File: src/sv/scmc_pkg.sv
// Shared types and constants for the skin colour mask and centroid block.
// No dependencies; every other file refers to this package by scoped name.
package scmc_pkg;

  localparam int PIX_W   = 8;
  localparam int COORD_W = 12;
  localparam int TALLY_W = 25;
  localparam int SUM_W   = 37;

  localparam int QUEUE_DEPTH = 4;
  localparam int QPTR_W      = $clog2(QUEUE_DEPTH);

  localparam logic [COORD_W-1:0] CENT_MAX  = '1;
  localparam logic [PIX_W-1:0]   MASK_SKIN = 8'd255;
  localparam logic [PIX_W-1:0]   MASK_NONE = 8'd0;

  typedef enum logic [1:0] {
    REG_TARGET_RED   = 2'd0,
    REG_TARGET_GREEN = 2'd1,
    REG_TARGET_BLUE  = 2'd2,
    REG_TOLERANCE    = 2'd3
  } cfg_reg_t;

  typedef struct packed {
    logic [PIX_W-1:0] red;
    logic [PIX_W-1:0] green;
    logic [PIX_W-1:0] blue;
    logic [PIX_W-1:0] tolerance;
  } cfg_t;

  // classified pixel passed from front to back
  typedef struct packed {
    logic               skin;
    logic [COORD_W-1:0] column;
    logic [COORD_W-1:0] row;
    logic               frame_end;
  } cls_t;

  typedef enum logic [1:0] {
    ST_RUN,
    ST_DIVIDE,
    ST_FINISH
  } back_state_t;

endpackage

File: src/sv/scmc_if.sv
// Pixel and result channel interfaces (valid/ready handshake).
// Depends on scmc_pkg for field widths.
interface scmc_pixel_if;
  logic                            valid;
  logic                            ready;
  logic [scmc_pkg::PIX_W-1:0]      luma;
  logic [scmc_pkg::PIX_W-1:0]      chroma_blue;
  logic [scmc_pkg::PIX_W-1:0]      chroma_red;
  logic [scmc_pkg::COORD_W-1:0]    column;
  logic [scmc_pkg::COORD_W-1:0]    row;
  logic                            frame_end;

  modport source (output valid, luma, chroma_blue, chroma_red, column, row, frame_end,
                  input ready);
  modport sink   (input valid, luma, chroma_blue, chroma_red, column, row, frame_end,
                  output ready);
endinterface

interface scmc_result_if;
  logic                            valid;
  logic                            ready;
  logic [scmc_pkg::PIX_W-1:0]      mask_value;
  logic                            summary_valid;
  logic [scmc_pkg::TALLY_W-1:0]    matched_count;
  logic [scmc_pkg::COORD_W-1:0]    centroid_column;
  logic [scmc_pkg::COORD_W-1:0]    centroid_row;

  modport source (output valid, mask_value, summary_valid, matched_count,
                  centroid_column, centroid_row, input ready);
  modport sink   (input valid, mask_value, summary_valid, matched_count,
                  centroid_column, centroid_row, output ready);
endinterface

File: src/sv/scmc_front.sv
// Front end: two-stage pipeline doing BT.601 YUV to RGB, clamp and colour match.
// Depends on scmc_pkg and scmc_pixel_if; pushes classified items to the queue.
module scmc_front #(
  parameter int FRAME_WIDTH  = 3072,
  parameter int FRAME_HEIGHT = 4096
) (
  input  logic                 clk,
  input  logic                 rst,
  input  scmc_pkg::cfg_t       cfg,
  scmc_pixel_if.sink           pix,
  output logic                 push_valid,
  input  logic                 push_ready,
  output scmc_pkg::cls_t       push_item
);

  localparam int PW = 19;
  localparam int QW = PW - 8;
  localparam int CW = scmc_pkg::COORD_W + 1;

  function automatic logic [7:0] chan(input logic signed [PW-1:0] v);
    logic signed [QW-1:0] q;
    q = QW'(v >>> 8);
    if (q < 0) return 8'd0;
    else if (q > QW'(255)) return 8'd255;
    else return q[7:0];
  endfunction

  function automatic logic near(input logic [7:0] c, input logic [7:0] t,
                                input logic [7:0] tol);
    logic [7:0] d;
    d = (c >= t) ? c - t : t - c;
    return d <= tol;
  endfunction

  logic signed [9:0] c_v, d_v, e_v;
  logic              in_frame;

  // stage 1: products
  logic                 s1_valid;
  logic signed [PW-1:0] p_c298, p_e409, p_d100, p_e208, p_d516;
  logic                 s1_in_frame, s1_frame_end;
  logic [scmc_pkg::COORD_W-1:0] s1_column, s1_row;

  // stage 2: classification
  logic           s2_valid;
  scmc_pkg::cls_t s2_item;

  logic signed [PW-1:0] r_sum, g_sum, b_sum;
  logic [7:0]           r_ch, g_ch, b_ch;
  logic                 s1_adv, s2_adv;

  assign s2_adv    = !s2_valid || push_ready;
  assign s1_adv    = !s1_valid || s2_adv;
  assign pix.ready = s1_adv;

  always_comb begin
    c_v      = $signed({2'b00, pix.luma}) - 10'sd16;
    d_v      = $signed({2'b00, pix.chroma_blue}) - 10'sd128;
    e_v      = $signed({2'b00, pix.chroma_red}) - 10'sd128;
    in_frame = ({1'b0, pix.column} < CW'(FRAME_WIDTH)) &&
               ({1'b0, pix.row} < CW'(FRAME_HEIGHT));
  end

  always_comb begin
    r_sum = p_c298 + p_e409 + PW'(128);
    g_sum = p_c298 - p_d100 - p_e208 + PW'(128);
    b_sum = p_c298 + p_d516 + PW'(128);
    r_ch  = chan(r_sum);
    g_ch  = chan(g_sum);
    b_ch  = chan(b_sum);
  end

  always_ff @(posedge clk) begin
    if (rst) begin
      s1_valid <= 1'b0;
      s2_valid <= 1'b0;
    end else begin
      if (s1_adv) s1_valid <= pix.valid;
      if (s2_adv) s2_valid <= s1_valid;
    end
  end

  always_ff @(posedge clk) begin
    if (s1_adv) begin
      p_c298       <= PW'(c_v) * PW'(298);
      p_e409       <= PW'(e_v) * PW'(409);
      p_d100       <= PW'(d_v) * PW'(100);
      p_e208       <= PW'(e_v) * PW'(208);
      p_d516       <= PW'(d_v) * PW'(516);
      s1_in_frame  <= in_frame;
      s1_column    <= pix.column;
      s1_row       <= pix.row;
      s1_frame_end <= pix.frame_end;
    end
    if (s2_adv) begin
      s2_item.skin      <= s1_in_frame && near(r_ch, cfg.red, cfg.tolerance) &&
                           near(g_ch, cfg.green, cfg.tolerance) &&
                           near(b_ch, cfg.blue, cfg.tolerance);
      s2_item.column    <= s1_column;
      s2_item.row       <= s1_row;
      s2_item.frame_end <= s1_frame_end;
    end
  end

  assign push_valid = s2_valid;
  assign push_item  = s2_item;

endmodule

File: src/sv/scmc_queue.sv
// Short FIFO of classified items between front and back.
// Depends on scmc_pkg for the item type and depth.
module scmc_queue (
  input  logic           clk,
  input  logic           rst,
  input  logic           push_valid,
  output logic           push_ready,
  input  scmc_pkg::cls_t push_item,
  output logic           pop_valid,
  input  logic           pop,
  output scmc_pkg::cls_t pop_item
);

  localparam int CNT_W = $clog2(scmc_pkg::QUEUE_DEPTH + 1);

  scmc_pkg::cls_t                entries [scmc_pkg::QUEUE_DEPTH];
  logic [scmc_pkg::QPTR_W-1:0]   wr_ptr, rd_ptr;
  logic [CNT_W-1:0]              count;
  logic                          do_push, do_pop;

  assign push_ready = count != CNT_W'(scmc_pkg::QUEUE_DEPTH);
  assign pop_valid  = count != '0;
  assign do_push    = push_valid && push_ready;
  assign do_pop     = pop && pop_valid;
  assign pop_item   = entries[rd_ptr];

  always_ff @(posedge clk) begin
    if (rst) begin
      wr_ptr <= '0;
      rd_ptr <= '0;
      count  <= '0;
    end else begin
      if (do_push) wr_ptr <= wr_ptr + 1'b1;
      if (do_pop)  rd_ptr <= rd_ptr + 1'b1;
      if (do_push && !do_pop)      count <= count + 1'b1;
      else if (!do_push && do_pop) count <= count - 1'b1;
    end
  end

  always_ff @(posedge clk) begin
    if (do_push) entries[wr_ptr] <= push_item;
  end

endmodule

File: src/sv/scmc_back.sv
// Back end: accumulates count and coordinate sums, divides at frame end, holds result.
// Depends on scmc_pkg and scmc_result_if; pops items from scmc_queue.
module scmc_back (
  input  logic           clk,
  input  logic           rst,
  input  logic           q_valid,
  input  scmc_pkg::cls_t q_item,
  output logic           q_pop,
  scmc_result_if.source  res
);

  localparam int SW = scmc_pkg::SUM_W;
  localparam int TW = scmc_pkg::TALLY_W;
  localparam int KW = scmc_pkg::COORD_W;
  localparam int STEP_W = $clog2(SW);

  typedef struct packed {
    logic [TW-1:0] rem;
    logic [SW-1:0] num;
  } div_t;

  function automatic div_t div_step(input div_t cur, input logic [TW-1:0] den);
    logic [TW:0] sh;
    logic        ge;
    div_t        nx;
    sh     = {cur.rem, cur.num[SW-1]};
    ge     = sh >= {1'b0, den};
    nx.rem = ge ? TW'(sh - {1'b0, den}) : TW'(sh);
    nx.num = {cur.num[SW-2:0], ge};
    return nx;
  endfunction

  function automatic logic [KW-1:0] sat(input logic [SW-1:0] q);
    return (q[SW-1:KW] != '0) ? scmc_pkg::CENT_MAX : q[KW-1:0];
  endfunction

  scmc_pkg::back_state_t state, state_next;

  logic [TW-1:0]     tally;
  logic [SW-1:0]     column_sum, row_sum;
  logic [TW-1:0]     tally_add;
  logic [SW-1:0]     column_add, row_add;

  div_t              div_col, div_row;
  logic [TW-1:0]     divisor;
  logic [7:0]        held_mask;
  logic [STEP_W-1:0] step;

  logic              out_free, last_step, frame_close, load_plain, load_summary;

  logic              out_valid;
  logic [7:0]        out_mask;
  logic              out_summary;
  logic [TW-1:0]     out_count;
  logic [KW-1:0]     out_col, out_row;

  assign out_free    = !out_valid || res.ready;
  assign q_pop       = (state == scmc_pkg::ST_RUN) && q_valid && out_free;
  assign last_step   = step == STEP_W'(SW - 1);
  assign frame_close = q_pop && q_item.frame_end;

  always_comb begin
    tally_add  = tally + TW'(q_item.skin);
    column_add = column_sum + (q_item.skin ? SW'(q_item.column) : '0);
    row_add    = row_sum + (q_item.skin ? SW'(q_item.row) : '0);
  end

  always_comb begin
    state_next = state;
    unique case (state)
      scmc_pkg::ST_RUN:    if (frame_close && tally_add != '0) state_next = scmc_pkg::ST_DIVIDE;
      scmc_pkg::ST_DIVIDE: if (last_step) state_next = scmc_pkg::ST_FINISH;
      scmc_pkg::ST_FINISH: if (out_free) state_next = scmc_pkg::ST_RUN;
      default:             state_next = scmc_pkg::ST_RUN;
    endcase
  end

  always_comb begin
    load_plain   = 1'b0;
    load_summary = 1'b0;
    unique case (state)
      scmc_pkg::ST_RUN:    load_plain   = q_pop && !(q_item.frame_end && tally_add != '0);
      scmc_pkg::ST_FINISH: load_summary = out_free;
      default: ;
    endcase
  end

  always_ff @(posedge clk) begin
    if (rst) begin
      state      <= scmc_pkg::ST_RUN;
      tally      <= '0;
      column_sum <= '0;
      row_sum    <= '0;
      step       <= '0;
      out_valid  <= 1'b0;
    end else begin
      state <= state_next;
      if (q_pop) begin
        if (q_item.frame_end) begin
          tally      <= '0;
          column_sum <= '0;
          row_sum    <= '0;
        end else begin
          tally      <= tally_add;
          column_sum <= column_add;
          row_sum    <= row_add;
        end
      end
      if (state == scmc_pkg::ST_DIVIDE) step <= last_step ? '0 : step + 1'b1;
      if (load_plain || load_summary) out_valid <= 1'b1;
      else if (res.ready)             out_valid <= 1'b0;
    end
  end

  always_ff @(posedge clk) begin
    if (frame_close) begin
      divisor     <= tally_add;
      div_col     <= '{rem: '0, num: column_add};
      div_row     <= '{rem: '0, num: row_add};
      held_mask   <= q_item.skin ? scmc_pkg::MASK_SKIN : scmc_pkg::MASK_NONE;
    end else if (state == scmc_pkg::ST_DIVIDE) begin
      div_col <= div_step(div_col, divisor);
      div_row <= div_step(div_row, divisor);
    end
    if (load_plain) begin
      out_mask    <= q_item.skin ? scmc_pkg::MASK_SKIN : scmc_pkg::MASK_NONE;
      out_summary <= 1'b0;
      out_count   <= '0;
      out_col     <= '0;
      out_row     <= '0;
    end else if (load_summary) begin
      out_mask    <= held_mask;
      out_summary <= 1'b1;
      out_count   <= divisor;
      out_col     <= sat(div_col.num);
      out_row     <= sat(div_row.num);
    end
  end

  assign res.valid           = out_valid;
  assign res.mask_value      = out_mask;
  assign res.summary_valid   = out_summary;
  assign res.matched_count   = out_count;
  assign res.centroid_column = out_col;
  assign res.centroid_row    = out_row;

  a_no_pop_busy: assert property (@(posedge clk) disable iff (rst)
    state != scmc_pkg::ST_RUN |-> !q_pop)
    else $error("item popped while divider busy");

  a_clear_on_close: assert property (@(posedge clk) disable iff (rst)
    frame_close |=> tally == '0 && column_sum == '0 && row_sum == '0)
    else $error("sums not cleared at frame end");

  a_summary_count: assert property (@(posedge clk) disable iff (rst)
    res.valid && res.summary_valid |-> res.matched_count != '0)
    else $error("summary with zero count");

  a_plain_zero: assert property (@(posedge clk) disable iff (rst)
    res.valid && !res.summary_valid |->
      res.matched_count == '0 && res.centroid_column == '0 && res.centroid_row == '0)
    else $error("summary fields set without summary");

  a_divide_len: assert property (@(posedge clk) disable iff (rst)
    $rose(state == scmc_pkg::ST_FINISH) |-> $past(state == scmc_pkg::ST_DIVIDE))
    else $error("finish entered without divide");

endmodule

File: src/sv/skin_color_mask_centroid.sv
// Skin colour mask and centroid: front classifier, item queue, accumulator/divider back.
// Path registers: front stages 1 and 2, queue, output. One pixel per cycle unless res.ready
// stalls; a frame's last pixel with a nonzero count adds a 37-step restoring division
// of both coordinate sums, then result load, while six more pixels fill the front and queue.
// Synchronous active-high reset clears pipeline, queue, sums and restores target colour.
// Depends on scmc_pkg, scmc_if, scmc_front, scmc_queue, scmc_back.
module skin_color_mask_centroid #(
  parameter int FRAME_WIDTH  = 3072,
  parameter int FRAME_HEIGHT = 4096
) (
  input  logic                            clk,
  input  logic                            rst,
  input  logic                            cfg_we,
  input  logic [1:0]                      cfg_index,
  input  logic [scmc_pkg::PIX_W-1:0]      cfg_data,
  scmc_pixel_if.sink                      pix,
  scmc_result_if.source                   res
);

  scmc_pkg::cfg_t cfg;
  logic           push_valid, push_ready, q_valid, q_pop;
  scmc_pkg::cls_t push_item, q_item;

  always_ff @(posedge clk) begin
    if (rst) begin
      cfg <= '{red: 8'd143, green: 8'd103, blue: 8'd80, tolerance: 8'd29};
    end else if (cfg_we) begin
      unique case (scmc_pkg::cfg_reg_t'(cfg_index))
        scmc_pkg::REG_TARGET_RED:   cfg.red       <= cfg_data;
        scmc_pkg::REG_TARGET_GREEN: cfg.green     <= cfg_data;
        scmc_pkg::REG_TARGET_BLUE:  cfg.blue      <= cfg_data;
        scmc_pkg::REG_TOLERANCE:    cfg.tolerance <= cfg_data;
        default: ;
      endcase
    end
  end

  scmc_front #(
    .FRAME_WIDTH  (FRAME_WIDTH),
    .FRAME_HEIGHT (FRAME_HEIGHT)
  ) u_front (
    .clk        (clk),
    .rst        (rst),
    .cfg        (cfg),
    .pix        (pix),
    .push_valid (push_valid),
    .push_ready (push_ready),
    .push_item  (push_item)
  );

  scmc_queue u_queue (
    .clk        (clk),
    .rst        (rst),
    .push_valid (push_valid),
    .push_ready (push_ready),
    .push_item  (push_item),
    .pop_valid  (q_valid),
    .pop        (q_pop),
    .pop_item   (q_item)
  );

  scmc_back u_back (
    .clk     (clk),
    .rst     (rst),
    .q_valid (q_valid),
    .q_item  (q_item),
    .q_pop   (q_pop),
    .res     (res)
  );

endmodule
File: src/flat_wrapper.sv
// flat-port wrapper written by rule: the top's interface ports become plain ports
module skin_color_mask_centroid_flat 
#(
  parameter int FRAME_WIDTH  = 3072,
  parameter int FRAME_HEIGHT = 4096
)
  (clk, rst, cfg_we, cfg_index, cfg_data, pix_valid, pix_luma, pix_chroma_blue, pix_chroma_red, pix_column, pix_row, pix_frame_end, pix_ready, res_valid, res_mask_value, res_summary_valid, res_matched_count, res_centroid_column, res_centroid_row, res_ready);
  scmc_pixel_if pix_i ();
  scmc_result_if res_i ();
  input  logic clk;
  input  logic rst;
  input  logic cfg_we;
  input  logic [1:0] cfg_index;
  input  logic [scmc_pkg::PIX_W-1:0] cfg_data;
  input wire logic [$bits(pix_i.valid)-1:0] pix_valid;
  input wire logic [$bits(pix_i.luma)-1:0] pix_luma;
  input wire logic [$bits(pix_i.chroma_blue)-1:0] pix_chroma_blue;
  input wire logic [$bits(pix_i.chroma_red)-1:0] pix_chroma_red;
  input wire logic [$bits(pix_i.column)-1:0] pix_column;
  input wire logic [$bits(pix_i.row)-1:0] pix_row;
  input wire logic [$bits(pix_i.frame_end)-1:0] pix_frame_end;
  output wire logic [$bits(pix_i.ready)-1:0] pix_ready;
  output wire logic [$bits(res_i.valid)-1:0] res_valid;
  output wire logic [$bits(res_i.mask_value)-1:0] res_mask_value;
  output wire logic [$bits(res_i.summary_valid)-1:0] res_summary_valid;
  output wire logic [$bits(res_i.matched_count)-1:0] res_matched_count;
  output wire logic [$bits(res_i.centroid_column)-1:0] res_centroid_column;
  output wire logic [$bits(res_i.centroid_row)-1:0] res_centroid_row;
  input wire logic [$bits(res_i.ready)-1:0] res_ready;
  assign pix_i.valid = pix_valid;
  assign pix_i.luma = pix_luma;
  assign pix_i.chroma_blue = pix_chroma_blue;
  assign pix_i.chroma_red = pix_chroma_red;
  assign pix_i.column = pix_column;
  assign pix_i.row = pix_row;
  assign pix_i.frame_end = pix_frame_end;
  assign pix_ready = pix_i.ready;
  assign res_valid = res_i.valid;
  assign res_mask_value = res_i.mask_value;
  assign res_summary_valid = res_i.summary_valid;
  assign res_matched_count = res_i.matched_count;
  assign res_centroid_column = res_i.centroid_column;
  assign res_centroid_row = res_i.centroid_row;
  assign res_i.ready = res_ready;
  skin_color_mask_centroid #(.FRAME_WIDTH(FRAME_WIDTH), .FRAME_HEIGHT(FRAME_HEIGHT)) u_core (.clk(clk), .rst(rst), .cfg_we(cfg_we), .cfg_index(cfg_index), .cfg_data(cfg_data), .pix(pix_i), .res(res_i));
endmodule
File: config.mk
export PLATFORM = sky130hd
export DESIGN_NAME = skin_color_mask_centroid_flat
export DESIGN_NICKNAME = d
export VERILOG_FILES = /design/src/sv/scmc_pkg.sv /design/src/sv/scmc_if.sv /design/src/sv/scmc_front.sv /design/src/sv/scmc_queue.sv /design/src/sv/scmc_back.sv /design/src/sv/skin_color_mask_centroid.sv /design/src/flat_wrapper.sv
export SDC_FILE = /design/constraint.sdc
export NUM_CORES = 2
export LEC_CHECK = 0
export BUFFER_PORTS_ARGS = -buffer_cell sky130_fd_sc_hd__buf_2
export CAP_MARGIN = 20
export CORE_MARGIN = 5
export CORE_UTILIZATION = 45
export CTS_CLUSTER_SIZE = 10
export DETAILED_ROUTE_END_ITERATION = 6
export PLACE_DENSITY = 0.65
export SLEW_MARGIN = 20
export SYNTH_ARGS = -nofsm -noshare
export SYNTH_HDL_FRONTEND = slang
export SYNTH_SLANG_ARGS = --single-unit
File: constraint.sdc
create_clock -name clk -period 9.1 [get_ports clk]
set_input_delay 2.73 -clock clk [delete_from_list [all_inputs] [get_ports clk]]
set_output_delay 2.73 -clock clk [all_outputs]
set_load 0.005 [all_outputs]
=== Yosys cells after proc, flatten, opt, wreduce, memory -nomap -nowiden ===
Memory sizes are Yosys's and may differ from the RTL's. A register that Yosys moved wholly into a read port is not among the register bits.
Index checks and enable logic that the tools add are counted.

* ROM bits: 0
* Output and inout port bits: 60
* Memories kept: 1
* Bits in registers: 502
* Memory bits (writable): 104
* Bits in latches: 0
* Logic and storage cells: 174

{| class="wikitable"
|+ Memories
! name !! depth !! width !! rd ports !! clocked after memory_dff !! write ports !! RTL line !! source
|-
| u_core.u_queue.entries || 4 || 26 || 1 || 1 || 1 || scmc_queue.sv:16 || <nowiki>scmc_pkg::cls_t entries [scmc_pkg::QUEUE_DEPTH];</nowiki>
|}

* Reductions and logical operators: 38
* $add $sub $neg: 26
* Equal/unequal tests: 10
* Div/mod/pow operators: 0
* Shift-type cells: 0
* Bitwise logic cells: 0
* Mux-type cells: 40
* $mul: 5
* Magnitude comparators: 15

{| class="wikitable"
|+ Operators with widths
! operator !! number
|-
| $mux 37 || 6
|-
| $mux 8 || 12
|-
| $mux 25 || 3
|-
| $reduce_bool 25->1 || 3
|-
| $add 37x12->37 || 2
|-
| $add 19x9->19 const B || 3
|-
| $ge 26x25->1 || 2
|-
| $sub 25x25->25 || 2
|-
| $mux 12 || 4
|-
| $sub 8x8->8 || 6
|-
| $add 19x19->19 || 2
|-
| $sub 19x19->19 || 2
|-
| $gt 11x9->1 const B || 3
|-
| $lt 11x1->1 const B || 3
|-
| $add 25x1->25 || 1
|-
| $ge 8x8->1 || 3
|-
| $le 8x8->1 || 3
|-
| $mul 9x10->19 const B || 1
|-
| $mul 9x9->18 const B || 1
|-
| $sub 8x8->9 const B || 2
|-
| $mul 9x9->17 const B || 1
|-
| $mul 9x6->15 const B || 1
|-
| $mul 9x5->14 const B || 1
|-
| $logic_and 1x1->1 || 13
|-
| other kinds (24) || 54
|}

=== Depth between registers and ports, before layout ===
* Depth in word-level cells: 11
* Gate-level depth with buffers: 33
* Gate-level depth less buffers: 32

=== Hierarchy ===
Synthesis repeated with hierarchy kept, for this count alone.

* Cell total of the unflattened synthesis: 3639
* Area total of the unflattened synthesis: 36735.2 µm²

{| class="wikitable"
|+ By module, submodules not included
! module !! area an instance (µm²) !! seq. area each (µm²) !! cells each !! times used
|-
| scmc_back || 17320.4 || 7196.9 || 2005 || 1
|-
| scmc_front || 13863.3 || 3943.8 || 1324 || 1
|-
| scmc_queue || 4262.8 || 3303.2 || 184 || 1
|-
| skin_color_mask_centroid || 1288.7 || 640.6 || 126 || 1
|}

=== Worst setup path before layout ===
No wires, ideal clock.

* Path type: input-to-reg
* Start point: in pix_luma[4]
* End point: reg u_core.u_front.p_c298[18], data pin
* Slack: 1995 ps
* Buffers on the path: 1
* Library setup time: 256 ps
* Arrival: 6849 ps
* Stages on the path: 19
* Path through: inv_1 -> ha_1 -> nor3b_1 -> buf_1 -> ha_1 -> ha_1 -> inv_1 -> fa_1 -> fa_1 -> inv_1 -> ha_1 -> o21ai_0 -> a21boi_0 -> o21ai_0 -> a21o_1 -> a21oi_1 -> o21a_1 -> o21ai_0 -> a31o_2

* Cells in the longest elaborated chain, start to end: 2

{| class="wikitable"
|+ RTL lines
! element !! RTL line !! source
|-
| from (decl) || flat_wrapper.sv:16 || <nowiki>input wire logic [$bits(pix_i.luma)-1:0] pix_luma;</nowiki>
|-
| $sub 8x5->9 || scmc_front.sv:57 || <nowiki>c_v = $signed({2'b00, pix.luma}) - 10'sd16;</nowiki>
|-
| $mul 9x9->18 || scmc_front.sv:85 || <nowiki>p_c298 <= PW'(c_v) * PW'(298);</nowiki>
|-
| to (signal assigned) || scmc_front.sv:85 ||
|-
| to (decl) || scmc_front.sv:40 || <nowiki>logic signed [PW-1:0] p_c298, p_e409, p_d100, p_e208, p_d516;</nowiki>
|}

Every way passes these cells.
A chain may end at the register's enable or synchronous reset.

=== Final worst setup path ===
* Start point: reg u_core.u_front.p_c298[4]
* End point: reg u_core.u_front.s2_item, in the netlist u_core.u_front.push_item[25], data pin

* Cells in the longest elaborated chain, start to end: 11
* Elaborated cells on any way between the ends: 37

{| class="wikitable"
|+ RTL lines
! element !! RTL line !! source
|-
| $sub 19x19->19 or $add 19x19->19 (tied branches) || scmc_front.sv:66, scmc_front.sv:65 ||
|-
| $sub 19x19->19 or $add 19x9->19 (tied branches) || scmc_front.sv:66, scmc_front.sv:65 ||
|-
| $add 19x9->19 or $gt 11x9->1 (tied branches) || scmc_front.sv:66, scmc_front.sv:24 ||
|-
| $gt 11x9->1 or $mux 8 (tied branches) || scmc_front.sv:24 || <nowiki>else if (q > QW'(255)) return 8'd255;</nowiki>
|-
| $mux 8, on equally long branches || scmc_front.sv:24, scmc_front.sv:23 ||
|-
| $mux 8 (tied with other cells) || scmc_front.sv:23 || <nowiki>if (q < 0) return 8'd0;</nowiki>
|-
| $sub 8x8->8 (tied with other cells) || scmc_front.sv:31 || <nowiki>d = (c >= t) ? c - t : t - c;</nowiki>
|-
| $mux 8 or $le 8x8->1 (tied branches) || scmc_front.sv:31, scmc_front.sv:32 ||
|-
| $le 8x8->1 or $logic_and 1x1->1 (tied branches) || scmc_front.sv:32, scmc_front.sv:96 ||
|-
| $logic_and 1x1->1 || scmc_front.sv:96 || <nowiki>s2_item.skin <= s1_in_frame && near(r_ch, cfg.red, cfg.tolerance) &&</nowiki>
|-
| $logic_and 1x1->1 * || scmc_front.sv:97 || <nowiki>near(g_ch, cfg.green, cfg.tolerance) &&</nowiki>
|-
| to (decl) || scmc_front.sv:46 || <nowiki>scmc_pkg::cls_t s2_item;</nowiki>
|}

Mark *: on every way between the ends. The rest lies on a longest branch, timed or not.

==> results.sh <==
export IMPL_place_congestion=0.878
export IMPL_critPathMaxFanout=15
export IMPL_worstHoldPathCells=0
export IMPL_clk_root_buffer_cell="clkbuf_16"
export IMPL_n_fill_cell=7254
export IMPL_clock_skew_ps=38.6
export IMPL_worstMarginPinSlew_ps=1040
export IMPL_register_area_sq_um=15100
export IMPL_io_pins=124
export IMPL_drive_gt1_share_pct=8.93
export IMPL_rr_worst_depth=31
export IMPL_die_h_microns=293
export IMPL_synthesis_nets=4143
export IMPL_rows=103
export IMPL_post_route_drc_count=0
export IMPL_postPlaceCellArea_sq_um=37500
export IMPL_first_global_vias=25200
export IMPL_track_usage_pct=18.6
export IMPL_yosysUniqueCellTypes=79
export IMPL_hold_violations=0
export IMPL_p_per_area_nw_per_um2=408
export IMPL_grt_pass1_wl_microns=132000
export IMPL_critPathArrivalTime_ps=7730
export IMPL_vdd_drop_max_uv=387
export IMPL_io_buffers=123
export IMPL_syn_inst=3612
export IMPL_synth_top_area_share_pct=28.0
export IMPL_start_util_pct=45.5
export IMPL_synth_top_flop_cell="edfxtp_1"
export IMPL_reg2reg_to="u_core.u_front.push_item[25]"
export IMPL_drt_iter0_markers=1362
export IMPL_cts_tree="done"
export IMPL_cp_end_kind="flop"
export IMPL_p_leak_uw=0.0169
export IMPL_post_cts_setup_buffers=0
export IMPL_cts_resized_gates=0
export IMPL_cpMostUsedCell="o21ai_0"
export IMPL_yosys_warnings=0
export IMPL_crit_slowest_cell="xnor2_1"
export IMPL_yosys_top_cells_area="edfxtp_1 (28%), ha_1 (14%), dfxtp_1 (14%)"
export IMPL_wirelength_microns=81000
export IMPL_critPathTopFamily="compound AO/OA/AOI/OAI gates"
export IMPL_final_area_sq_um=39800
export IMPL_hpwl_microns=58600
export IMPL_multiInputGateArea_sq_um=19300
export IMPL_clk_latency_ps=620
export IMPL_grt_max_degree=94
export IMPL_postSynth_asyncResetShare_pct=0
export IMPL_fin_nets=4222
export IMPL_clk_pin_slew_worst_paths_ps=60
export IMPL_hold_start="u_core.u_front.s1_column[6]"
export IMPL_path_buf_inv=3
export IMPL_syn_cell_area_sq_um=36000
export IMPL_seq_area_frac_synth_pct=41.9
export IMPL_overflow=0
export IMPL_min_period_ps=7250
export IMPL_drtAntennaViolNets=0
export IMPL_rrSetupSlack_ps=1850
export IMPL_clockBufferDepth=3
export IMPL_min_period_over_period_pct=79.7
export IMPL_tns_ps=0
export IMPL_h_tree_depth=3
export IMPL_num_vias=25900
export IMPL_cts_buffers_inserted=72
export IMPL_whs_ps=416
export IMPL_maxSlewViolCount=0
export IMPL_totalPowerFinal_uw=16200
export IMPL_critical_path_class="reg -> reg"
export IMPL_ctsHoldBuffers=0
export IMPL_cts_num_sinks=586
export IMPL_setup_viol=0
export IMPL_hold_path_class="reg -> reg"
export IMPL_whs_endpoint="u_core.u_front.push_item[19]"
export IMPL_avgRoutedWirePerCell_microns=16.9
export IMPL_fmax_ghz=0.138
export IMPL_slowest_delay_ps=720
export IMPL_grt_antenna_before_repair=2
export IMPL_viasPerCell=5.40
export IMPL_dr_pass1_iters=5
export IMPL_die_area_sq_um=85700
export IMPL_cp_start_kind="flop"
export IMPL_regToRegStartpoint="u_core.u_front.p_c298[4]"
export IMPL_ys_ff_latch=586
export IMPL_relSlewSlack_pct=30.6
export IMPL_rsz0062_at_grt="false"
export IMPL_status="complete, no violations"
export IMPL_core_area_sq_um=79100
export IMPL_die_x_microns=293
export IMPL_drv_cap=0
export IMPL_cp_required_ps=9580
export IMPL_syn_area_per_cell_sq_um=9.96
export IMPL_synth_top_cell_by_area="edfxtp_1"
export IMPL_area_growth_pct=10.6
export IMPL_synth_edf_count=335
state kept, by name, summed over array words and instances, names as in the netlist, 17 cells and up, named ones only:
signal,count
u_core.u_queue.entries,104
u_core.u_back.div_col,62
u_core.u_back.div_row,62
u_core.u_back.column_sum,37
u_core.u_back.row_sum,37
u_core.cfg,32
u_core.u_front.push_item,26
u_core.u_back.divisor,25
u_core.u_back.res.matched_count,25
u_core.u_back.tally,25
u_core.u_front.p_e409,19
u_core.u_front.p_c298,18
u_core.u_front.p_d516,17
cell type report:
class | instances | area share [%]
timing repair buffer | 154 | 2.14
antenna | 2 | 0.0126
sequential | 586 | 37.9
inverter | 277 | 2.61
tap | 1050 | 3.30
clock inverter | 11 | 0.340
clock buffer | 111 | 5.23
multi-input combinational | 2600 | 48.4
worst max-delay path by stage:
stage	start	endpoint	depth (start not counted)	slack, ps
after floorplan	pix_luma[4]	u_core.u_front.p_c298[18]	19	2000
after global placement	pix_chroma_red[7]	u_core.u_front.p_e409[18]	18	1700
after detailed placement	pix_chroma_red[7]	u_core.u_front.p_e409[18]	18	1710
after CTS	u_core.u_front.p_c298[4]	u_core.u_front.push_item[25]	31	1850
after global routing	u_core.u_front.p_c298[5]	u_core.u_front.push_item[25]	29	1190
final	u_core.u_front.p_c298[4]	u_core.u_front.push_item[25]	31	1850
placed cells by master, fill, tap and decap left out, types with 75 or more instances in the layout:
master,netlist,layout
nor2_1,307,305
inv_1,277,275
dfxtp_1,251,250
edfxtp_1,335,335
nand3_1,85,85
buf_2,8,122
xor2_1,97,97
nand2_1,268,266
ha_1,403,403
xnor2_1,133,133
a21oi_1,218,217
clkbuf_16,0,75
o21ai_0,256,255
per-layer routing:
layer  wire length, microns  vias to the layer above  part of all wire (%)  track usage [%]
li1                       -                    13100                     -                -
met1                  36500                    12200                    45             24.4
met2                  38600                      488                    48             31.9
met3                   3420                      150                   4.2             2.65
met4                   2520                        0                   3.1             5.85
met5                      0                        -                     0                0
power by group:
group	total [uW]	internal (uW)	leakage, uW	switching, uW
sequential	3890	3530	0.00532	357
clock	2710	1600	0.00107	1110
combinational	9630	4010	0.0105	5630
total	16200	9140	0.0169	7090
synth_stat cells (59+ instances only):
cell        n
nand3_1    85
nor3_1     59
o21ai_0   256
nor2_1    307
a21oi_1   218
ha_1      403
dfxtp_1   251
inv_1     277
nand2_1   268
xnor2_1   133
clkbuf_1  120
a21o_1     59
xor2_1     97
fa_1       64
edfxtp_1  335
logic make-up after synthesis:
kind of cell	share of synthesized area (%)
simple gates	12.9
compound gates	14.6
flops	41.9
fa+ha+maj	17.6
buf+inv	4.70
xor+xnor	5.60
mux	2.75
through the flow:
step,setup slack [ps],std cells,util [%]
floorplan,2000,3612,-
global placement,1700,4667,47.5
detailed placement,1710,4667,47.5
CTS,1850,4789,50.3
global route,1190,4790,50.3
finish,1850,4791,50.3
Note: power is estimated with default switching activity, not from simulation.
